## src/rtl/core/mbe_pkg.sv

```systemverilog
// Shared constants and types for the Mandelbrot escape-time block.
// No dependencies; imported by every module under rtl/core.
`timescale 1ns / 1ps

package mbe_pkg;

  localparam int WORD_BITS             = 32;   // c and z components
  localparam int LIMIT_BITS            = 16;   // iteration_limit register
  localparam int OUT_BITS              = 16;   // escape_count field
  localparam int FRACTION_BITS_DEFAULT = 28;
  localparam int COUNT_BITS_DEFAULT    = 16;
  localparam int QUEUE_DEPTH_DEFAULT   = 2;

  localparam logic [LIMIT_BITS-1:0] LIMIT_RESET = 16'd255;

  typedef enum logic [1:0] {
    ST_IDLE,
    ST_MUL,
    ST_UPD
  } iter_state_t;

  typedef struct packed {
    logic full;
    logic empty;
  } queue_status_t;

endpackage

```

## src/rtl/core/mbe_queue.sv

```systemverilog
// Small register FIFO between the front and back halves of the block.
// Depends on mbe_pkg (queue_status_t).
`timescale 1ns / 1ps

module mbe_queue #(
  parameter int WIDTH = 80,
  parameter int DEPTH = mbe_pkg::QUEUE_DEPTH_DEFAULT
) (
  input  logic                  clk,
  input  logic                  rst,
  input  logic                  push,
  input  logic [WIDTH-1:0]      push_data,
  input  logic                  pop,
  output logic [WIDTH-1:0]      pop_data,
  output mbe_pkg::queue_status_t status
);
  import mbe_pkg::*;

  localparam int PW = (DEPTH > 1) ? $clog2(DEPTH) : 1;
  localparam int FW = $clog2(DEPTH + 1);

  logic [WIDTH-1:0] entries [DEPTH];
  logic [PW-1:0]    wr_ptr;
  logic [PW-1:0]    rd_ptr;
  logic [FW-1:0]    fill;

  assign status.full  = (fill == FW'(DEPTH));
  assign status.empty = (fill == '0);
  assign pop_data     = entries[rd_ptr];

  always_ff @(posedge clk) begin
    if (push) begin
      entries[wr_ptr] <= push_data;
    end
  end

  always_ff @(posedge clk) begin
    if (rst) begin
      wr_ptr <= '0;
      rd_ptr <= '0;
      fill   <= '0;
    end else begin
      if (push) begin
        wr_ptr <= (wr_ptr == PW'(DEPTH - 1)) ? '0 : wr_ptr + 1'b1;
      end
      if (pop) begin
        rd_ptr <= (rd_ptr == PW'(DEPTH - 1)) ? '0 : rd_ptr + 1'b1;
      end
      if (push && !pop) begin
        fill <= fill + 1'b1;
      end else if (pop && !push) begin
        fill <= fill - 1'b1;
      end
    end
  end

`ifndef SYNTH
  a_fill_bound: assert property (@(posedge clk) disable iff (rst) fill <= FW'(DEPTH))
    else $error("queue fill above depth");
  a_no_overrun: assert property (@(posedge clk) disable iff (rst)
      push && !pop |-> fill < FW'(DEPTH))
    else $error("push into full queue");
  a_no_underrun: assert property (@(posedge clk) disable iff (rst) pop |-> fill != '0)
    else $error("pop from empty queue");
  a_fill_up: assert property (@(posedge clk) disable iff (rst)
      push && !pop |=> fill == $past(fill) + 1'b1)
    else $error("fill did not advance on push");
`endif

endmodule

```

## config.mk

```make
export PLATFORM = sky130hd
export DESIGN_NAME = mbe_queue
export DESIGN_NICKNAME = d
export VERILOG_FILES = /design/src/rtl/core/mbe_pkg.sv /design/src/rtl/core/mbe_queue.sv
export SDC_FILE = /design/constraint.sdc
export NUM_CORES = 1
export LEC_CHECK = 0
export BUFFER_PORTS_ARGS = -buffer_cell sky130_fd_sc_hd__buf_2
export CAP_MARGIN = 20
export CORE_MARGIN = 2
export CORE_UTILIZATION = 45
export CTS_CLUSTER_SIZE = 24
export DETAILED_ROUTE_END_ITERATION = 10
export PLACE_DENSITY_LB_ADDON = 0.12
export SLEW_MARGIN = 20
export SYNTH_ARGS = -nofsm -noshare
export SYNTH_HDL_FRONTEND = slang
export SYNTH_SLANG_ARGS = --single-unit
```

## constraint.sdc

```tcl
create_clock -name clk -period 7.8 [get_ports clk]
set_clock_uncertainty 0.15 [all_clocks]
set_input_delay 0.39 -clock clk [delete_from_list [all_inputs] [get_ports clk]]
set_output_delay 0.39 -clock clk [all_outputs]
set_load 0.005 [all_outputs]
```

# Yosys cells after proc, flatten, opt, wreduce, memory -nomap -nowiden
# Memory sizes are Yosys's and may differ from the RTL's. A register that Yosys moved wholly into a read port is not among the register bits.
# Index checks and enable logic that the tools add are counted.
# word_totals
regBits	4
mem_bits_rw	160
input_bits	84
wordCells	23
n_memories	1
# memory_table
name	words	width	rd	rd_clocked_by_memory_dff	write_ports	line_no	source
entries	2	80	1	1	1	mbe_queue.sv:22	logic [WIDTH-1:0] entries [DEPTH];
# classes
addsub	4
n_eq_ne	1
mux	8
n_reduce_logical	6
# op_table
cell	n
$mux W1	6
$mux W2	2
$add A1 B1 Y1 const B	2
$add A2 B1 Y2 const B	1
$eq A2 B2 Y1 const B	1
$logic_and A1 B1 Y1	2
$logic_not A1 Y1	2
$logic_not A2 Y1	1
$reduce_bool A2 Y1	1
$sub A2 B1 Y2 const B	1

# Longest topological paths before layout
# Gate-level depths: netlist (run 1).
# depth
word_depth	4
depth_mapped	5
depth_no_buf	5

# Worst setup path before layout (run 1)
# OpenSTA, ideal clock, no wires.
# synth_path
kind	input port to flip-flop
from	input port push
to	memory entries[0][0], enable pin
setup_time_ps	528
arrival_time_ps	3888
t_required_ps	7122
path_slack_ps	3234
path_stages	1
n_path_buf	0
cell_sequence	nor2b_1
# synth_via
elab_chain_len	2
# synth_lines
item	line_no	source
start: declaration	mbe_queue.sv:11	input logic push,
$mux W1	mbe_queue.sv:32	if (push) begin
$mux W1 (implied by the code)	mbe_queue.sv:33	entries[wr_ptr] <= push_data;
end: declaration	mbe_queue.sv:22	
# Every way passes these cells.

==> results of run 1 <==
==> logic make-up (layout without fill, tap and decap cells) <==
kind of cell	Yosys count	count (layout)	share of synthesized area, %
and+or+nand+nor	9	9	0.7708
adders and majority gates	1	1	0.2082
DFF	165	165	81.63
muxes	80	80	14.99
buffers and inverters	10	255	1.645
xor gates and xnor gates	4	4	0.5832
AOI/OAI and AO/OA	2	2	0.1664
==> what timing repair did <==
action,CTS,global route
endpoints found under the hold margin,95,7
resized for setup,0,0
hold buffers,48,4
==> sequential cells by signal, summed over array words and instances, names as in the netlist, named ones only <==
| signal | flops |
|---|---|
| wr_ptr | 1 |
| fill | 2 |
| rd_ptr | 1 |
| entries | 160 |
==> final cells by class <==
class                   instances  share of cell area, %
clock buffers                  20                  5.390
clock inverters                12                  1.097
inverters                       1                0.04633
multi-input cells              96                  12.53
flip-flops and latches        165                  60.59
well taps                     176                  2.718
repair buffers                222                  17.64
==> power by group <==
group	switching [mW]	leakage, nW	total, mW	internal [mW]
Clock	0.310	0.243	0.741	0.431
Sequential	0.0207	1.54	1.05	1.03
Combinational	0.0890	1.26	0.206	0.117
Total	0.420	3.05	2.00	1.58
==> critical path, cell delays in order (launching register included) <==
cell and delay, ns:
dfxtp_4 0.70, buf_12 0.32, mux2_2 0.38, buf_2 0.13
==> through the flow <==
stage               utilization, %  cells  total power [mW]  setup slack [ns]
floorplan                        -    271             1.173             3.234
global placement             53.19    605             1.254             5.561
detailed placement           53.55    607             1.261             5.576
CTS                          61.21    687             2.022             5.109
global route                 61.67    692             2.084             5.182
finish                       61.67    692             2.002             5.300
==> how the worst max path moves through the flow <==
stage              from                       to  slack, ns  depth (start not counted)
2_1_floorplan      push  entries[0][0]$_DFFE_PP_       3.23                          1
3_3_place_gp   register             pop_data[46]       5.56                          2
3_5_place_dp   register             pop_data[46]       5.58                          2
4_1_cts        register             pop_data[75]       5.11                          2
5_1_grt        register             pop_data[75]       5.18                          3
6_report       register             pop_data[75]       5.30                          3
==> Yosys cell counts <==
library cell / count / area (um2)
and2_1: 1 / 6.260
buf_6: 8 / 90.09
a21oi_1: 1 / 5.000
inv_1: 1 / 3.750
mux2_2: 80 / 900.9
xnor2_1: 2 / 17.52
o21ai_0: 1 / 5.000
edfxtp_1: 160 / 4805
or3_1: 1 / 6.260
dfxtp_1: 5 / 100.1
xor2_1: 2 / 17.52
buf_2: 1 / 5.000
nor2_1: 5 / 18.77
and2b_2: 1 / 8.760
ha_1: 1 / 12.51
nor2b_1: 1 / 6.260
==> metal layers <==
| layer | track usage, % | wire length, um |
|---|---|---|
| met1 | 17.69 | 4344 |
| met2 | 26.14 | 5526 |
| met3 | 5.894 | 773 |
| met4 | 8.015 | 238 |
| met5 | 0 | 0 |
==> cell usage in the layout, fill, tap and decap left out, types with 2 or more instances in the layout <==
master           n
mux2_2          80
clkinv_1         5
dlygate4sd3_1   52
xnor2_1          2
clkbuf_16       17
xor2_1           2
dfxtp_1          4
edfxtp_1       160
clkinv_2         2
clkbuf_1         3
clkinvlp_4       4
buf_12           2
nor2_1           5
buf_4            2
buf_2          165
==> reports/metrics.yaml, run 1 <==
fin_setup_tns_ns: 0
hold-path-cell-count: 1
drt_wl_total_um: 10880
io_pins: 166
nets: 588
power.leakage_nw: 3.051
wire_per_inst_um: 15.73
drt-initial-drc-count: 137
grt_overflow: 0
drive_gt1_share_pct: 53.88
rsz0062_at_grt: "false"
r2r-end: "entries[0][13]$_DFFE_PP_"
dieArea_um2: 14290
n_fill_cell: 1016
antenna_left: 0
yosys_warnings: 0
drc: 0
grt_pass1_wl_um: 16570
reg2reg_depth: 2
endpoint_kind: "primary output"
hold_end: "entries[1][6]$_DFFE_PP_"
area_growth_pct: 34.84
path_clk_slew_ns: 0.06
ir_drop_v: 0.0001350
placed_area_um2: 7036
grt_max_degree: 81
status: "finished clean"
max-cap-violations: 0
startpoint_type: "register"
seqCellArea_um2: 4908
ys_types: 16
htree_levels: 4
drv_slew: 0
antenna_found_initial: 0
viasPerCell: 4.723
ys_seq_area_share_pct: 81.63
reg2reg_from: "wr_ptr$_SDFFE_PP0P_"
min_from: "push_data[6]"
worst_pin_slew_ns: 0.5646
syn_inst: 271
r2r_setup_slack_ns: 6.01
hold_viol: 0
cts_tree: "yes"
max_clock_freq_mhz: 400.0
cts-root-buf: "clkbuf_16"
finalSetupViolCount: 0
syn_area_per_cell_um2: 22.17
place_congestion: 0.6934
multi_input_area_um2: 1015
period_minus_slack_ns: 2.500
grt.total_usage_pct: 15.70
post_cts_buffers: 0
dr.pass1.iters: 4
die_y_um: 119.6
cp.required_ns: 7.26
cts_buffers: 17
rows: 42
fp.dieW_um: 119.6
crit_fanout: 42
ys_ff_latch: 165
max-clock-path-buffers: 2
io_buffer_count: 165
holdWs_ns: 0.01856
start_util_pct: 45.73
place_hpwl_um: 6606
insertedDiodeCount: 0
slew_headroom_pct: 62.36
powerDensity_nw_per_um2: 247.1
grt_pass1_vias: 3421
core_um2: 13140
worstSetupPathType: "reg2out"
netlist_area_um2: 6008
hp-class: "in2reg"
cts.sinks: 165
insertion_delay_ns: 0.41
design_area_um2: 8102
syn-num-nets: 356
worstPathArrival_ns: 1.96
fin_crit_sh_pct: 32.05
vias: 3268
(Power assumes the default switching activity.)
==> run 2: changes to the inputs <==
==> constraint.sdc (replaced) <==
create_clock -name clk -period 2.38 [get_ports clk]
set_clock_uncertainty 0.15 [all_clocks]
set_input_delay 0.119 -clock clk [delete_from_list [all_inputs] [get_ports clk]]
set_output_delay 0.119 -clock clk [all_outputs]
set_load 0.005 [all_outputs]
==> run 2 against run 1 <==
Critical path depth is the same; via count rose by 3.1%; clock power increased to 4.1 times the previous value; core utilization is 3.5 points higher; clock-buffer cell count shrank 2; sequential cell count unchanged; routed wire length is 4.6% higher; power rose to 3.6 times the previous value; critical endpoint is now pop_data[3].
==> reports/metrics.yaml, run 2 (synthesis gave the netlist of run 1 again) <==
slew_headroom_pct: 58.50  # -3.9 points
place_hpwl_um: 6731  # +1.9%
powerDensity_nw_per_um2: 840.4  # +240%
worstPathBufferInverterCount: 2  # unchanged
power.leakage_nw: 3.262  # +6.9%
grt_pass1_vias: 3618  # +5.8%
hp-class: "in2reg"
cts-root-buf: "clkbuf_16"
drt-initial-drc-count: 168  # +23%
final_common_cell: "buf_2"
max_clock_freq_mhz: 543.0
start_util_pct: 45.73  # unchanged
cts.sinks: 165  # unchanged
wire_per_inst_um: 15.69  # -0.25%
grtUsageMet1_pct: 20.05  # +2.4 points
io_pins: 166  # unchanged
grt_busiest_layer: "met2"
drive_gt1_share_pct: 51.82  # -2.1 points
met3_usage_pct: 6.749  # +0.86 points
drv_slew: 0  # unchanged
cts_tree: "yes"
io_buffer_count: 165  # unchanged
drt_wl_total_um: 11390  # +4.6%
nets: 622  # +5.8%
reg2reg_from: "wr_ptr$_SDFFE_PP0P_"
grt.total_usage_pct: 16.67  # +0.97 points
grt_overflow: 0  # unchanged
area_growth_pct: 42.57
final_cell_mix: "buf_2 (165), edfxtp_1 (160), dlygate4sd3_1 (84)"
grt_pass1_wl_um: 17910  # +8.1%
die_y_um: 119.6  # unchanged
hold_viol: 0  # unchanged
crit_fanout: 43  # +2.4%
max-clock-path-buffers: 2  # unchanged
insertion_delay_ns: 0.42  # about the same
setup_ws_ns: 0.5385  # -4.762 ns
drc: 0  # unchanged
insertedDiodeCount: 0  # unchanged
fin_setup_tns_ns: 0  # unchanged
dr.pass1.iters: 4  # unchanged
max_flop_register: "entries"
largest_register_ffs: 160  # unchanged
core_um2: 13140  # unchanged
period_minus_slack_ns: 1.842
endpoint_kind: "primary output"
max-cap-violations: 0  # unchanged
worst_pin_slew_ns: 0.6225  # +0.05789 ns
rsz0062_at_grt: "false"
dieArea_um2: 14290  # unchanged
placed_area_um2: 7063  # +0.39%
reg2reg_depth: 2  # unchanged
worstPathArrival_ns: 1.57  # -0.39 ns
cts_resized: 0  # unchanged
antenna_found_initial: 0  # unchanged
startpoint_type: "register"
slowest_delay_ns: 0.38  # -0.32 ns
place_ws_ns: 0.7872  # -4.789 ns
fin_crit_sh_pct: 77.38
design_area_um2: 8566  # +5.7%
rows: 42  # unchanged
hold_end: "entries[0][53]$_DFFE_PP_"
min_from: "push_data[53]"
htree_levels: 4  # unchanged
path_cells: "buf_12, mux2_2, buf_2"
r2r-end: "entries[1][24]$_DFFE_PP_"
fp.dieW_um: 119.6  # unchanged
cts_buffers: 17  # unchanged
reg_top3: "entries: 160 flops, fill: 2 flops"
grt_max_degree: 46  # -43%
met2_usage_pct: 27.21  # +1.1 points
path_clk_slew_ns: 0.06  # about the same
viasPerCell: 4.639  # -1.8%
vias: 3368  # +3.1%
status: "finished clean"
worstSetupPathType: "reg2out"
hold-path-cell-count: 2  # +1
cp.required_ns: 2.11  # -5.15 ns
crit_path_top_delay_cell: "mux2_2"
antenna_left: 0  # unchanged
finalSetupViolCount: 0  # unchanged
crit_family: "multiplexers"
ir_drop_v: 0.0005004  # +270%
place_congestion: 0.7133  # +2.9%
r2r_setup_slack_ns: 0.81  # -5.20 ns
run 2: changes by cell type in the layout (fill, tap and decap cells not counted):
cell and change:
buf_4 +2, clkinv_1 -3, bufinv_16 +5, buf_16 -1
clkbuf_1 -2, clkinv_4 +2, dlygate4sd3_1 +32, clkinvlp_4 -1
clkinv_2 -1, buf_12 +1
run 2: layout make-up:
type                    count  area (um2)
clock buffers              18       429.2
well taps                 176       220.2
repair buffers            256        1757
inverters                   1       3.754
multi-input cells          96        1015
fillers                   945        4572
flip-flops and latches    165        4908
clock inverters            14       232.7
run 2: metrics by stage:
stage | hold WS [ns] | total power, mW | std cells | utilization [%]
2_1_floorplan | 0.03807 | 3.835 | 271 | -
3_3_place_gp | 0.1579 | 4.130 | 610 | 53.76
5_1_grt | 0.2583 | 7.463 | 726 | 65.20
3_5_place_dp | 0.1605 | 4.145 | 610 | 53.76
6_report | 0.2762 | 7.199 | 726 | 65.20
4_1_cts | 0.2507 | 7.273 | 726 | 65.20
run 2: worst max path at each step:
stage,endpoint,slack (ns),depth (start not counted)
finish,pop_data[3],0.54,3
global route,pop_data[1],0.47,3
CTS,pop_data[77],0.51,3
detailed placement,entries[1][53]$_DFFE_PP_,0.79,2
global placement,entries[1][58]$_DFFE_PP_,0.81,2
floorplan,entries[0][0]$_DFFE_PP_,0.28,1
run 2: report_power, final:
| group | leakage (nW) | internal (mW) | total, mW | switching (mW) |
|---|---|---|---|---|
| clock | 0.311 | 1.96 | 3.01 | 1.05 |
| sequential | 1.54 | 3.39 | 3.43 | 0.0429 |
| combinational | 1.41 | 0.424 | 0.755 | 0.331 |
run 2: timing repair:
item | in CTS | in global routing
hold buffers | 84 | 0
endpoints found under the hold margin | 165 | 0
buffers inserted | 0 | 0
endpoints found under the setup margin | 0 | 0
run 2: metal layers:
layer	wire [um]	part of all wire, %
met1	4717	41
met2	5715	50
met3	762	6.7
met4	192	1.7
met5	0	0
