[src/rtl/core/mbe_pkg.sv]
// Shared constants and types for the Mandelbrot escape-time block.
// No dependencies; imported by every module under rtl/core.
`timescale 1ns / 1ps

package mbe_pkg;

  localparam int WORD_BITS             = 32;   // c and z components
  localparam int LIMIT_BITS            = 16;   // iteration_limit register
  localparam int OUT_BITS              = 16;   // escape_count field
  localparam int FRACTION_BITS_DEFAULT = 28;
  localparam int COUNT_BITS_DEFAULT    = 16;
  localparam int QUEUE_DEPTH_DEFAULT   = 2;

  localparam logic [LIMIT_BITS-1:0] LIMIT_RESET = 16'd255;

  typedef enum logic [1:0] {
    ST_IDLE,
    ST_MUL,
    ST_UPD
  } iter_state_t;

  typedef struct packed {
    logic full;
    logic empty;
  } queue_status_t;

endpackage

[src/rtl/core/mbe_front.sv]
// Front half: limit register, input acceptance, limit clipping, queue push.
// Depends on mbe_pkg.
`timescale 1ns / 1ps

module mbe_front #(
  parameter int COUNT_BITS = mbe_pkg::COUNT_BITS_DEFAULT
) (
  input  logic                                     clk,
  input  logic                                     rst,
  input  logic                                     cfg_valid,
  output logic                                     cfg_ready,
  input  logic [mbe_pkg::LIMIT_BITS-1:0]           iteration_limit,
  input  logic                                     in_valid,
  output logic                                     in_ready,
  input  logic signed [mbe_pkg::WORD_BITS-1:0]     c_real,
  input  logic signed [mbe_pkg::WORD_BITS-1:0]     c_imag,
  input  mbe_pkg::queue_status_t                   q_status,
  output logic                                     q_push,
  output logic [2*mbe_pkg::WORD_BITS+COUNT_BITS-1:0] q_data
);
  import mbe_pkg::*;

  logic [LIMIT_BITS-1:0] limit;
  logic [COUNT_BITS-1:0] limit_eff;

  // limit clipped to the counter range
  always_comb begin
    if (COUNT_BITS >= LIMIT_BITS) begin
      limit_eff = COUNT_BITS'(limit);
    end else if ((32'(limit) >> COUNT_BITS) != 32'd0) begin
      limit_eff = '1;
    end else begin
      limit_eff = COUNT_BITS'(limit);
    end
  end

  assign cfg_ready = 1'b1;
  assign in_ready  = !q_status.full;
  assign q_push    = in_valid && !q_status.full;
  assign q_data    = {c_real, c_imag, limit_eff};

  always_ff @(posedge clk) begin
    if (rst) begin
      limit <= LIMIT_RESET;
    end else if (cfg_valid) begin
      limit <= iteration_limit;
    end
  end

endmodule

[config.mk]
export PLATFORM = sky130hd
export DESIGN_NAME = mbe_front
export DESIGN_NICKNAME = d
export VERILOG_FILES = /design/src/rtl/core/mbe_pkg.sv /design/src/rtl/core/mbe_front.sv
export SDC_FILE = /design/constraint.sdc
export NUM_CORES = 1
export LEC_CHECK = 0
export BUFFER_PORTS_ARGS = -buffer_cell sky130_fd_sc_hd__buf_2
export CORE_MARGIN = 2
export CORE_UTILIZATION = 26
export DETAILED_ROUTE_END_ITERATION = 8
export GPL_TIMING_DRIVEN = 0
export PLACE_DENSITY = 0.76
export SLEW_MARGIN = 20
export SYNTH_ARGS = -nofsm -noshare
export SYNTH_HDL_FRONTEND = slang
export SYNTH_SLANG_ARGS = --single-unit
[constraint.sdc]
create_clock -name clk -period 0.85 [get_ports clk]
set_input_delay 0.1275 -clock clk [delete_from_list [all_inputs] [get_ports clk]]
set_output_delay 0.1275 -clock clk [all_outputs]
set_load 0.005 [all_outputs]
* Yosys cells after proc, flatten, opt, wreduce, memory -nomap -nowiden
Index checks and enable logic that the tools add are counted.
** Storage, ports and cells
- Register bits :: 16
- Input bits :: 86
- Output and inout bits :: 83
- Word-level logic and storage cells :: 3
** Cells by class
- Reductions and logical operators :: 2
** Operators by type and width (number)
- $logic_and A1 B1 Y1 :: 1
- $logic_not A1 Y1 :: 1

* Logic depth before layout (Yosys ltp)
Gate-level depths: netlist (run 1).
- Word-level depth :: 2
- Gate-level depth with buffers :: 4
- Mapped depth without buffers :: 2

* Least setup slack after synthesis (run 1)
No wires, ideal clock.
- Kind :: input to register
- Start :: input rst
- End :: register limit[6]
- Setup time :: 0.120 ns
- Arrival time :: 0.688 ns
- Data required time :: 0.730 ns
- Setup slack :: 0.043 ns
- Cell stages on the path :: 3
- Path buffers :: 2
- Path through :: clkbuf_1 -> buf_2 -> a211o_1
** RTL lines
- start: declaration :: RTL line mbe_front.sv:9 : input logic rst,
- end signal: assignment :: RTL line mbe_front.sv:46 : limit <= iteration_limit;
- end: declaration :: RTL line mbe_front.sv:23 : logic [LIMIT_BITS-1:0] limit;
No word-level cell between the ends.

* Worst setup path in the final report (run 1)
- Start :: register limit[15]
- End :: output q_data[15] in the netlist's numbering
** RTL lines
- end: declaration :: RTL line mbe_front.sv:19 : output logic [2*mbe_pkg::WORD_BITS+COUNT_BITS-1:0] q_data
No word-level cell between the ends.

==> results of run 1 <==
## worst max-delay path by stage
stage                      end  cells after the start  slack (ns)
CTS                  q_data[9]                      1        0.01
detailed placement    limit[7]                      3       -0.13
finish              q_data[15]                      1        0.04
global placement     limit[12]                      5       -0.11
global route         q_data[6]                      1       0.003
floorplan             limit[6]                      3        0.04
## layout make-up
cell class	instances	area, sq um
Timing Repair Buffer	101	505
Inverter	1	3.75
Clock buffer	3	41.3
Multi-Input combinational cell	34	259
Sequential cell	16	330
Tap cell	50	62.6
Buffer	69	528
Fill cell	421	2330
## cells in the final DEF, fill, tap and decap left out, types with 3 or more instances in the layout
cell type,n
sky130_fd_sc_hd__mux2i_1,8
sky130_fd_sc_hd__buf_2,102
sky130_fd_sc_hd__nor2_1,8
sky130_fd_sc_hd__and2b_4,5
sky130_fd_sc_hd__dfxtp_2,8
sky130_fd_sc_hd__nor2b_1,4
sky130_fd_sc_hd__dfxtp_1,8
sky130_fd_sc_hd__buf_4,65
sky130_fd_sc_hd__a211o_1,8
sky130_fd_sc_hd__clkbuf_8,3
## stage by stage
step	hold WS (ns)	worst slack [ns]	util, %
floorplan	0.250	0.0426	-
global placement	0.334	-0.113	41.4
detailed placement	0.339	-0.129	41.4
CTS	0.0747	0.00967	42.4
global route	0.0785	0.00339	42.6
finish	0.0879	0.0351	42.6
## per-layer routing
metal	vias to the layer above	GRT usage, %	part of all wire, %
met5	-	0	0
met4	0	3.27	0.37
met3	2	3.92	16
met2	95	19.2	52
met1	430	9.94	31
li1	523	-	-
## kinds of logic after synthesis
kind of cell           after synthesis  synth area share (%)
buffers and inverters               70                  47.9
AND/OR/NAND/NOR                     17                  9.46
flip-flops                          16                  28.8
AO/OA/AOI/OAI                        8                  6.31
multiplexers                         8                  7.21
other                                1                 0.338
## power by group through the flow
| stage | sequential [mW] | combinational (mW) | clock (mW) |
|---|---|---|---|
| after floorplan | 0.843 | 0.377 | 0 |
| after global placement | 0.836 | 0.637 | 0 |
| after detailed placement | 0.838 | 0.649 | 0 |
| after CTS | 0.822 | 0.649 | 0.601 |
| after global routing | 0.832 | 0.695 | 0.628 |
| final | 0.826 | 0.636 | 0.555 |
## timing repair
| action | 4_1_cts | 5_1_grt |
|---|---|---|
| setup endpoints to repair | 0 | 8 |
| endpoints found under the hold margin | 0 | 0 |
| gates resized for setup | 0 | 8 |
==> run_summary.xml, run 1 <==
<?xml version="1.0" encoding="UTF-8"?>
<metrics>
  <group name="min_path">
    <metric name="whs_endpoint" unit="">limit[1]</metric>
    <metric name="hp-start" unit="">iteration_limit[1]</metric>
    <metric name="hp-class" unit="">in2reg</metric>
    <metric name="hold-path-cell-count" unit="">2</metric>
  </group>
  <group name="sta">
    <metric name="fin_crit" unit="ns">0.815</metric>
    <metric name="finalClockSkew" unit="ns">0</metric>
    <metric name="hold_viol_final" unit="">0</metric>
    <metric name="unrepaired_setup_endpoints_after_global_routing" unit="">false</metric>
    <metric name="setup-violations-final" unit="">0</metric>
    <metric name="timing.fmax" unit="MHz">1230</metric>
    <metric name="drv_slew" unit="">0</metric>
    <metric name="totalNegativeSetupSlack" unit="ns">0</metric>
    <metric name="final.period_utilization" unit="%">95.9</metric>
  </group>
  <group name="pwr">
    <metric name="power.leakage" unit="nW">1.02</metric>
    <metric name="ir_drop" unit="mV">0.479</metric>
    <metric name="power_per_cell_area" unit="nW/um^2">1170</metric>
    <metric name="power.clock.fraction" unit="%">27.5</metric>
    <metric name="switching_share" unit="%">23.0</metric>
    <metric name="report.power.total" unit="mW">2.02</metric>
    <metric name="seq_power_share" unit="%">41.0</metric>
    <metric name="p_int" unit="mW">1.55</metric>
    <metric name="combinational_group_share_of_total_power" unit="%">31.5</metric>
    <metric name="power_switching" unit="mW">0.464</metric>
  </group>
  <group name="floorplanning">
    <metric name="die_width" unit="microns">69.4</metric>
    <metric name="ios" unit="">169</metric>
    <metric name="start_util" unit="%">27.4</metric>
    <metric name="row_count" unit="">23</metric>
    <metric name="chipHeight" unit="microns">69.4</metric>
    <metric name="design.die.area" unit="sq um">4810</metric>
    <metric name="core_area" unit="sq um">4060</metric>
  </group>
  <group name="setup_path">
    <metric name="critPathLaunch" unit="">limit[15]</metric>
    <metric name="reg2reg_from" unit="">limit[2]</metric>
    <metric name="crit_path_max_fanout" unit="">2</metric>
    <metric name="critical_path_required" unit="ns">0.72</metric>
    <metric name="reg2regPathDepth" unit="">2</metric>
    <metric name="cp_num_buf_inv" unit="">1</metric>
    <metric name="startpoint_type" unit="">flip-flop</metric>
    <metric name="worst_ep_arrival_time" unit="ns">0.69</metric>
    <metric name="cpPeakStageDelay" unit="ns">0.33</metric>
    <metric name="critical_path.slowest_cell" unit="">sky130_fd_sc_hd__dfxtp_1</metric>
    <metric name="setup.reg_to_reg.worst_slack" unit="ns">0.06</metric>
    <metric name="crit_type" unit="">reg2out</metric>
    <metric name="timing.critical_path.cells" unit="">buf_2</metric>
    <metric name="critPathCaptureType" unit="">output port</metric>
    <metric name="r2r_end" unit="">limit[2]</metric>
    <metric name="critical_path.top_delay_family" unit="">flip-flops</metric>
  </group>
  <group name="routing">
    <metric name="route.vias.total" unit="">1050</metric>
    <metric name="drt_iter0_drc" unit="">13</metric>
    <metric name="drt_drc_violations_left" unit="">0</metric>
    <metric name="routed_wl" unit="microns">2700</metric>
    <metric name="vias_per_cell" unit="">3.83</metric>
    <metric name="route.detailed.wl_per_inst" unit="microns">9.85</metric>
    <metric name="antenna_violating_nets_post_route" unit="">0</metric>
    <metric name="detailedRoute.firstPassIterationCount" unit="">4</metric>
  </group>
  <group name="synth">
    <metric name="post_synth_main_area_contributors" unit="">sky130_fd_sc_hd__buf_4, sky130_fd_sc_hd__dfxtp_1, sky130_fd_sc_hd__mux2i_1</metric>
    <metric name="post_synthesis_instance_area" unit="sq um">1110</metric>
    <metric name="synth_cell_types" unit="">13</metric>
    <metric name="synth_area_leader_cell" unit="">sky130_fd_sc_hd__buf_4</metric>
    <metric name="postSynthRegisterBits" unit="">16</metric>
    <metric name="syn-instance-count" unit="">120</metric>
    <metric name="yosysWarningCount" unit="">0</metric>
    <metric name="syn_area_per_cell" unit="sq um">9.26</metric>
    <metric name="netlist_top_cells_count" unit="">sky130_fd_sc_hd__buf_4, sky130_fd_sc_hd__dfxtp_1, sky130_fd_sc_hd__a211o_1, sky130_fd_sc_hd__mux2i_1, sky130_fd_sc_hd__nor2_1</metric>
    <metric name="synth.top_cell.area_share" unit="%">43.9</metric>
    <metric name="postSynthNetCount" unit="">206</metric>
    <metric name="synth_edf_count" unit="">0</metric>
    <metric name="synth-async-reset-ratio" unit="%">0</metric>
    <metric name="yosysSeqAreaShare" unit="%">28.8</metric>
    <metric name="yosys_most_used_dff" unit="">sky130_fd_sc_hd__dfxtp_1</metric>
    <metric name="yosys.cell_count.top_type" unit="">sky130_fd_sc_hd__buf_4</metric>
  </group>
  <group name="cells_and_area">
    <metric name="fin_nets" unit="">312</metric>
    <metric name="top_register" unit="">limit</metric>
    <metric name="share_of_final_layout_standard_cells_stronger_than_drive_strength_1" unit="%">82.6</metric>
    <metric name="areaGrowthSynthToFinish" unit="%">55.7</metric>
    <metric name="final_cell_area" unit="sq um">1730</metric>
    <metric name="antenna-diode-count" unit="">0</metric>
    <metric name="post_layout_nonfiller_instances" unit="">274</metric>
    <metric name="biggestRegsByFlops" unit="">limit (16)</metric>
    <metric name="largest_register_ff_count" unit="">16</metric>
  </group>
  <group name="global_route">
    <metric name="overflow" unit="">0</metric>
    <metric name="antenna_found_initial" unit="">0</metric>
    <metric name="grt_start_max_net_pins" unit="">11</metric>
    <metric name="grt_pass1_wl" unit="microns">3970</metric>
    <metric name="grt_util_all_layers" unit="%">10.1</metric>
    <metric name="grt_pass1_vias" unit="">927</metric>
  </group>
  <group name="cts">
    <metric name="cts.clk_slew.worst_paths" unit="ns">0.06</metric>
    <metric name="clock_insertion_delay_worst_skew" unit="ns">0.24</metric>
    <metric name="clk_root_buffer_cell" unit="">sky130_fd_sc_hd__clkbuf_8</metric>
    <metric name="hold_buffer_count_at_cts" unit="">0</metric>
    <metric name="cts_buffers" unit="">3</metric>
    <metric name="tritoncts" unit="">yes</metric>
    <metric name="cts_setup_buffers" unit="">0</metric>
    <metric name="cts.sinks" unit="">16</metric>
    <metric name="htreeDepth" unit="">1</metric>
    <metric name="clock_tree.buffer_depth" unit="">2</metric>
  </group>
  <group name="place">
    <metric name="gp_congestion" unit="">0.659</metric>
    <metric name="dp_cells" unit="">271</metric>
    <metric name="port-buffer-count" unit="">101</metric>
    <metric name="hpwlAfterDp" unit="microns">2340</metric>
    <metric name="area_after_detailed_placement" unit="sq um">1680</metric>
  </group>
  <group name="run_status">
    <metric name="outcome" unit="">complete, no violations</metric>
  </group>
  <group name="run">
    <metric name="timing.max_cap.violations" unit="">0</metric>
  </group>
</metrics>
No activity file was read; power rests on OpenSTA's default activity.
==> run 2, diff against run 1 <==
- BUFFER_PORTS_ARGS: -buffer_cell sky130_fd_sc_hd__buf_2 -> unset
- CORE_AREA: unset -> 2 2 66 68
- CORE_MARGIN: 2 -> unset
- CORE_UTILIZATION: 26 -> unset
- DIE_AREA: unset -> 0 0 68 70
- DONT_BUFFER_PORTS: unset -> 1
- PLACE_DENSITY: 0.76 -> unset
==> run_summary.xml, run 2 (same netlist as run 1, synthesis figures left out) <==
<?xml version="1.0" encoding="UTF-8"?>
<metrics>
  <group name="cts">
    <metric name="clock_tree.buffer_depth" unit="">2</metric>
    <metric name="cts.clk_slew.worst_paths" unit="ns">0.06</metric>
    <metric name="clk_root_buffer_cell" unit="">sky130_fd_sc_hd__clkbuf_8</metric>
    <metric name="cts.sinks" unit="">16</metric>
    <metric name="tritoncts" unit="">yes</metric>
    <metric name="cts_buffers" unit="">3</metric>
    <metric name="cts_setup_buffers" unit="">0</metric>
    <metric name="clock_insertion_delay_worst_skew" unit="ns">0.25</metric>
    <metric name="htreeDepth" unit="">1</metric>
  </group>
  <group name="sta">
    <metric name="final.period_utilization" unit="%">97.6</metric>
    <metric name="fin_crit" unit="ns">0.829</metric>
    <metric name="timing.fmax" unit="MHz">1210</metric>
    <metric name="unrepaired_setup_endpoints_after_global_routing" unit="">false</metric>
    <metric name="hold_viol_final" unit="">0</metric>
    <metric name="drv_slew" unit="">0</metric>
    <metric name="finalClockSkew" unit="ns">0</metric>
    <metric name="hold_ws" unit="ns">0.0119</metric>
    <metric name="setup_ws" unit="ns">0.0205</metric>
    <metric name="setup-violations-final" unit="">0</metric>
  </group>
  <group name="routing">
    <metric name="routed_wl" unit="microns">2420</metric>
    <metric name="vias_per_cell" unit="">4.23</metric>
    <metric name="drt_iter0_drc" unit="">8</metric>
    <metric name="detailedRoute.firstPassIterationCount" unit="">3</metric>
    <metric name="route.vias.total" unit="">769</metric>
    <metric name="route.detailed.wl_per_inst" unit="microns">13.3</metric>
    <metric name="antenna_violating_nets_post_route" unit="">0</metric>
    <metric name="drt_drc_violations_left" unit="">0</metric>
  </group>
  <group name="cells_and_area">
    <metric name="final_cell_area" unit="sq um">1290</metric>
    <metric name="fin_nets" unit="">218</metric>
    <metric name="layout_common_cells" unit="">sky130_fd_sc_hd__buf_4, sky130_fd_sc_hd__dfxtp_1, sky130_fd_sc_hd__mux2i_1, sky130_fd_sc_hd__nor2_1, sky130_fd_sc_hd__a211o_1</metric>
    <metric name="areaGrowthSynthToFinish" unit="%">16.1</metric>
    <metric name="top_register" unit="">limit</metric>
    <metric name="antenna-diode-count" unit="">0</metric>
    <metric name="biggestRegsByFlops" unit="">limit (16)</metric>
    <metric name="largest_register_ff_count" unit="">16</metric>
    <metric name="share_of_final_layout_standard_cells_stronger_than_drive_strength_1" unit="%">60.0</metric>
    <metric name="finalCoreUtilization" unit="%">31.1</metric>
    <metric name="most_common_cell_after_layout_fill_and_taps_aside" unit="">sky130_fd_sc_hd__buf_4</metric>
  </group>
  <group name="min_path">
    <metric name="hp-start" unit="">iteration_limit[2]</metric>
    <metric name="whs_endpoint" unit="">limit[2]</metric>
    <metric name="hp-class" unit="">in2reg</metric>
    <metric name="hold-path-cell-count" unit="">1</metric>
  </group>
  <group name="floorplanning">
    <metric name="row_count" unit="">24</metric>
    <metric name="core_area" unit="sq um">4140</metric>
    <metric name="design.die.area" unit="sq um">4760</metric>
    <metric name="start_util" unit="%">26.8</metric>
    <metric name="chipHeight" unit="microns">70</metric>
    <metric name="die_width" unit="microns">68</metric>
    <metric name="ios" unit="">169</metric>
  </group>
  <group name="place">
    <metric name="gp_congestion" unit="">0.600</metric>
    <metric name="place_worst_setup_slack" unit="ns">-0.0770</metric>
    <metric name="area_after_detailed_placement" unit="sq um">1180</metric>
    <metric name="port-buffer-count" unit="">0</metric>
  </group>
  <group name="setup_path">
    <metric name="crit_type" unit="">in2reg</metric>
    <metric name="reg2reg_from" unit="">limit[2]</metric>
    <metric name="startpoint_type" unit="">input pin</metric>
    <metric name="cpPeakStageDelay" unit="ns">0.55</metric>
    <metric name="worst_ep_arrival_time" unit="ns">0.97</metric>
    <metric name="reg2regPathDepth" unit="">2</metric>
    <metric name="critical_path.slowest_cell" unit="">sky130_fd_sc_hd__dlygate4sd3_1</metric>
    <metric name="setup.reg_to_reg.worst_slack" unit="ns">0.04</metric>
    <metric name="r2r_end" unit="">limit[2]</metric>
    <metric name="critical_path.top_delay_family" unit="">buffers and inverters</metric>
    <metric name="critPathCaptureType" unit="">flip-flop</metric>
    <metric name="crit_path_max_fanout" unit="">1</metric>
    <metric name="critical_path_required" unit="ns">0.99</metric>
    <metric name="cp_num_buf_inv" unit="">1</metric>
    <metric name="timing.critical_path.cells" unit="">dlygate4sd3_1, a211o_1</metric>
  </group>
  <group name="global_route">
    <metric name="grt_start_max_net_pins" unit="">11</metric>
    <metric name="antenna_found_initial" unit="">0</metric>
    <metric name="overflow" unit="">0</metric>
    <metric name="grt_util_all_layers" unit="%">8.50</metric>
    <metric name="grt_pass1_vias" unit="">701</metric>
    <metric name="grt_pass1_wl" unit="microns">3020</metric>
  </group>
  <group name="pwr">
    <metric name="power.leakage" unit="nW">0.646</metric>
    <metric name="ir_drop" unit="mV">0.549</metric>
    <metric name="power_per_cell_area" unit="nW/um^2">1430</metric>
  </group>
  <group name="run">
    <metric name="timing.max_cap.violations" unit="">0</metric>
  </group>
  <group name="run_status">
    <metric name="outcome" unit="">complete, no violations</metric>
  </group>
</metrics>
## run 2: changes by cell type in the layout (fill, tap and decap cells not counted)
cell / before / now
sky130_fd_sc_hd__buf_2: 102 / 1
sky130_fd_sc_hd__dfxtp_1: 8 / 14
sky130_fd_sc_hd__dfxtp_2: 8 / 2
sky130_fd_sc_hd__dlygate4sd3_1: 0 / 7
## run 2: worst max path at each step
stage	startpoint	to	slack (ns)	cells past startpoint
after CTS	limit[4]	limit[4]	0.02	2
after global routing	limit[2]	limit[2]	0.008	2
final	iteration_limit[3]	limit[3]	0.02	2
after floorplan	rst	limit[6]	0.04	3
after global placement	rst	limit[7]	-0.04	3
after detailed placement	rst	limit[6]	-0.08	3
## run 2: final cells by class
type / instances / area (sq um)
Fill cell: 436 / 2850
Buffer: 69 / 528
Sequential cell: 16 / 323
Multi-Input combinational cell: 34 / 259
Timing Repair Buffer: 7 / 70.1
Tap cell: 52 / 65.1
Clock buffer: 3 / 41.3
Inverter: 1 / 3.75
## run 2: stage by stage
stage | TNS (ns) | total power [mW] | std cells
floorplan | 0 | 1.22 | 120
global placement | -0.0834 | 1.26 | 172
detailed placement | -0.475 | 1.27 | 172
CTS | 0 | 1.89 | 182
global route | 0 | 1.96 | 182
finish | 0 | 1.85 | 182
## run 2: per-layer routing
layer / GRT usage (%) / wire length [microns] / vias to the layer above
li1: - / - / 333
met1: 6.56 / 727 / 348
met2: 17.3 / 1330 / 88
met3: 3.86 / 359 / 0
met4: 2.67 / 0 / 0
met5: 0 / 0 / -
## run 2: repair_timing
| action | in CTS | in global routing |
|---|---|---|
| hold buffers | 7 | 0 |
| hold endpoints to repair | 7 | 0 |
| endpoints found under the setup margin | 0 | 2 |
| resized for setup | 0 | 2 |
## run 2: power breakdown
part           internal [mW]  leakage, nW  switching [mW]
registers              0.801        0.132          0.0368
logic                  0.295        0.493           0.138
clock network          0.314       0.0216           0.261
==> run 3, diff against run 2 <==
- GPL_TIMING_DRIVEN: 0 -> unset
- MAX_ROUTING_LAYER: unset -> met4
==> run_summary.xml, run 3 (same netlist as run 1, synthesis figures left out) <==
<?xml version="1.0" encoding="UTF-8"?>
<metrics>
  <group name="run_status">
    <metric name="outcome" unit="">finished, violations left</metric>
    <metric name="failed_checks" unit="">hold timing</metric>
  </group>
  <group name="cells_and_area">
    <metric name="largest_register_ff_count" unit="">16</metric>
    <metric name="share_of_final_layout_standard_cells_stronger_than_drive_strength_1" unit="%">21.4</metric>
    <metric name="fin_nets" unit="">143</metric>
    <metric name="fill_cells" unit="">458</metric>
    <metric name="biggestRegsByFlops" unit="">limit (16)</metric>
    <metric name="antenna-diode-count" unit="">0</metric>
    <metric name="top_register" unit="">limit</metric>
    <metric name="most_common_cell_after_layout_fill_and_taps_aside" unit="">sky130_fd_sc_hd__dfxtp_1</metric>
    <metric name="layout_common_cells" unit="">sky130_fd_sc_hd__dfxtp_1, sky130_fd_sc_hd__mux2i_1, sky130_fd_sc_hd__nor2_1, sky130_fd_sc_hd__a211o_1, sky130_fd_sc_hd__and2b_4</metric>
    <metric name="areaGrowthSynthToFinish" unit="%">-35.5</metric>
  </group>
  <group name="pwr">
    <metric name="power_switching" unit="mW">0.329</metric>
    <metric name="power.leakage" unit="nW">0.298</metric>
    <metric name="p_int" unit="mW">1.29</metric>
    <metric name="power.clock.fraction" unit="%">41.7</metric>
    <metric name="report.power.total" unit="mW">1.62</metric>
    <metric name="seq_power_share" unit="%">51.8</metric>
    <metric name="ir_drop" unit="mV">0.364</metric>
    <metric name="combinational_group_share_of_total_power" unit="%">6.5</metric>
    <metric name="switching_share" unit="%">20.3</metric>
    <metric name="power_per_cell_area" unit="nW/um^2">2260</metric>
  </group>
  <group name="sta">
    <metric name="hold_viol_final" unit="">16</metric>
    <metric name="finalClockSkew" unit="ns">0</metric>
    <metric name="setup-violations-final" unit="">0</metric>
    <metric name="final.period_utilization" unit="%">96.0</metric>
    <metric name="fin_crit" unit="ns">0.816</metric>
    <metric name="unrepaired_setup_endpoints_after_global_routing" unit="">false</metric>
    <metric name="hold_ws" unit="ns">-0.0557</metric>
    <metric name="totalNegativeSetupSlack" unit="ns">0</metric>
    <metric name="drv_slew" unit="">0</metric>
    <metric name="timing.fmax" unit="MHz">1230</metric>
  </group>
  <group name="global_route">
    <metric name="grt_util_all_layers" unit="%">7.62</metric>
    <metric name="overflow" unit="">0</metric>
    <metric name="antenna_found_initial" unit="">0</metric>
    <metric name="grt_pass1_vias" unit="">489</metric>
    <metric name="grt_start_max_net_pins" unit="">25</metric>
    <metric name="grt_pass1_wl" unit="microns">2490</metric>
  </group>
  <group name="floorplanning">
    <metric name="ios" unit="">169</metric>
    <metric name="chipHeight" unit="microns">70</metric>
    <metric name="core_area" unit="sq um">4140</metric>
    <metric name="start_util" unit="%">26.8</metric>
    <metric name="design.die.area" unit="sq um">4760</metric>
    <metric name="die_width" unit="microns">68</metric>
    <metric name="row_count" unit="">24</metric>
  </group>
  <group name="setup_path">
    <metric name="critical_path_required" unit="ns">0.99</metric>
    <metric name="reg2regPathDepth" unit="">2</metric>
    <metric name="setup.reg_to_reg.worst_slack" unit="ns">0.03</metric>
    <metric name="startpoint_type" unit="">flip-flop</metric>
    <metric name="worst_ep_arrival_time" unit="ns">0.95</metric>
    <metric name="crit_path_max_fanout" unit="">2</metric>
    <metric name="crit_type" unit="">reg2reg</metric>
    <metric name="reg2reg_from" unit="">limit[2]</metric>
    <metric name="r2r_end" unit="">limit[2]</metric>
    <metric name="critPathCaptureType" unit="">flip-flop</metric>
  </group>
  <group name="cts">
    <metric name="clock_tree.buffer_depth" unit="">2</metric>
    <metric name="tritoncts" unit="">yes</metric>
    <metric name="cts.sinks" unit="">16</metric>
    <metric name="cts_setup_buffers" unit="">0</metric>
    <metric name="cts.clk_slew.worst_paths" unit="ns">0.06</metric>
    <metric name="clock_insertion_delay_worst_skew" unit="ns">0.25</metric>
    <metric name="clk_root_buffer_cell" unit="">sky130_fd_sc_hd__clkbuf_8</metric>
    <metric name="cts_buffers" unit="">3</metric>
    <metric name="htreeDepth" unit="">1</metric>
  </group>
  <group name="routing">
    <metric name="route.vias.total" unit="">464</metric>
    <metric name="detailedRoute.firstPassIterationCount" unit="">4</metric>
    <metric name="vias_per_cell" unit="">4.30</metric>
    <metric name="route.detailed.wl_per_inst" unit="microns">17.1</metric>
    <metric name="drt_drc_violations_left" unit="">0</metric>
    <metric name="drt_iter0_drc" unit="">7</metric>
    <metric name="antenna_violating_nets_post_route" unit="">0</metric>
    <metric name="routed_wl" unit="microns">1850</metric>
  </group>
  <group name="min_path">
    <metric name="whs_endpoint" unit="">limit[15]</metric>
    <metric name="hp-start" unit="">rst</metric>
    <metric name="hp-class" unit="">in2reg</metric>
    <metric name="hold-path-cell-count" unit="">1</metric>
  </group>
  <group name="place">
    <metric name="gp_congestion" unit="">0.529</metric>
    <metric name="port-buffer-count" unit="">0</metric>
  </group>
  <group name="run">
    <metric name="timing.max_cap.violations" unit="">0</metric>
  </group>
</metrics>
-- run 3: cell types whose count changed in the layout (fill, tap and decap cells not counted) --
cell and delta:
sky130_fd_sc_hd__buf_4 -65, sky130_fd_sc_hd__dlygate4sd3_1 -7, sky130_fd_sc_hd__buf_12 -1, sky130_fd_sc_hd__buf_2 -1
sky130_fd_sc_hd__clkbuf_1 -1, sky130_fd_sc_hd__clkbuf_8 +1
-- run 3: repair_timing --
| action | CTS | global route |
|---|---|---|
| setup endpoints to repair | 0 | 2 |
| gates resized for setup | 0 | 3 |
| hold endpoints to repair | 16 | 16 |
-- run 3: worst max-delay path, stage by stage, from the launching register on --
cell,delay [ns]
sky130_fd_sc_hd__dfxtp_1,0.33
sky130_fd_sc_hd__and2b_4,0.16
sky130_fd_sc_hd__a211o_1,0.22
-- run 3: power groups by stage --
stage	Sequential, mW	Clock, mW	Combinational, mW
detailed placement	0.853	0	0.106
finish	0.838	0.675	0.106
global placement	0.850	0	0.102
CTS	0.837	0.727	0.106
floorplan	0.843	0	0.377
global route	0.845	0.740	0.120
-- run 3: final cells by class --
type | count | area [sq um] | area share (%)
flip-flops and latches | 16 | 323 | 45.0
multi-input cells | 34 | 259 | 36.1
well taps | 52 | 65.1 | 9.08
clock buffers | 4 | 55.1 | 7.68
repair buffers | 1 | 11.3 | 1.57
inverters | 1 | 3.75 | 0.524
-- run 3: worst max-delay path by stage --
stage,cells past startpoint,startpoint,slack (ns),end
floorplan,3,rst,0.04,limit[6]
global placement,2,limit[0],0.06,limit[0]
detailed placement,2,limit[2],0.04,limit[2]
CTS,1,limit[4],0.01,q_data[4]
global route,2,limit[1],0.001,limit[1]
finish,2,limit[2],0.03,limit[2]
-- run 3: through the flow --
stage,setup slack [ns],hold slack [ns],utilization (%),cell area (sq um),cells
after floorplan,0.0426,0.250,-,1110,120
after global placement,0.0640,0.204,15.8,656,104
after detailed placement,0.0391,0.206,15.8,656,104
after CTS,0.0100,-0.0689,17.1,711,108
after global routing,0.00110,-0.0725,17.3,717,108
final,0.0340,-0.0557,17.3,717,108
-- run 3: metal layers --
layer  vias up  wire, microns  GRT usage [%]
met5         -              0              -
met4         0            116           8.00
met3        30            343           5.31
met2        52            838           10.2
met1       195            550           6.45
li1        187              -              -
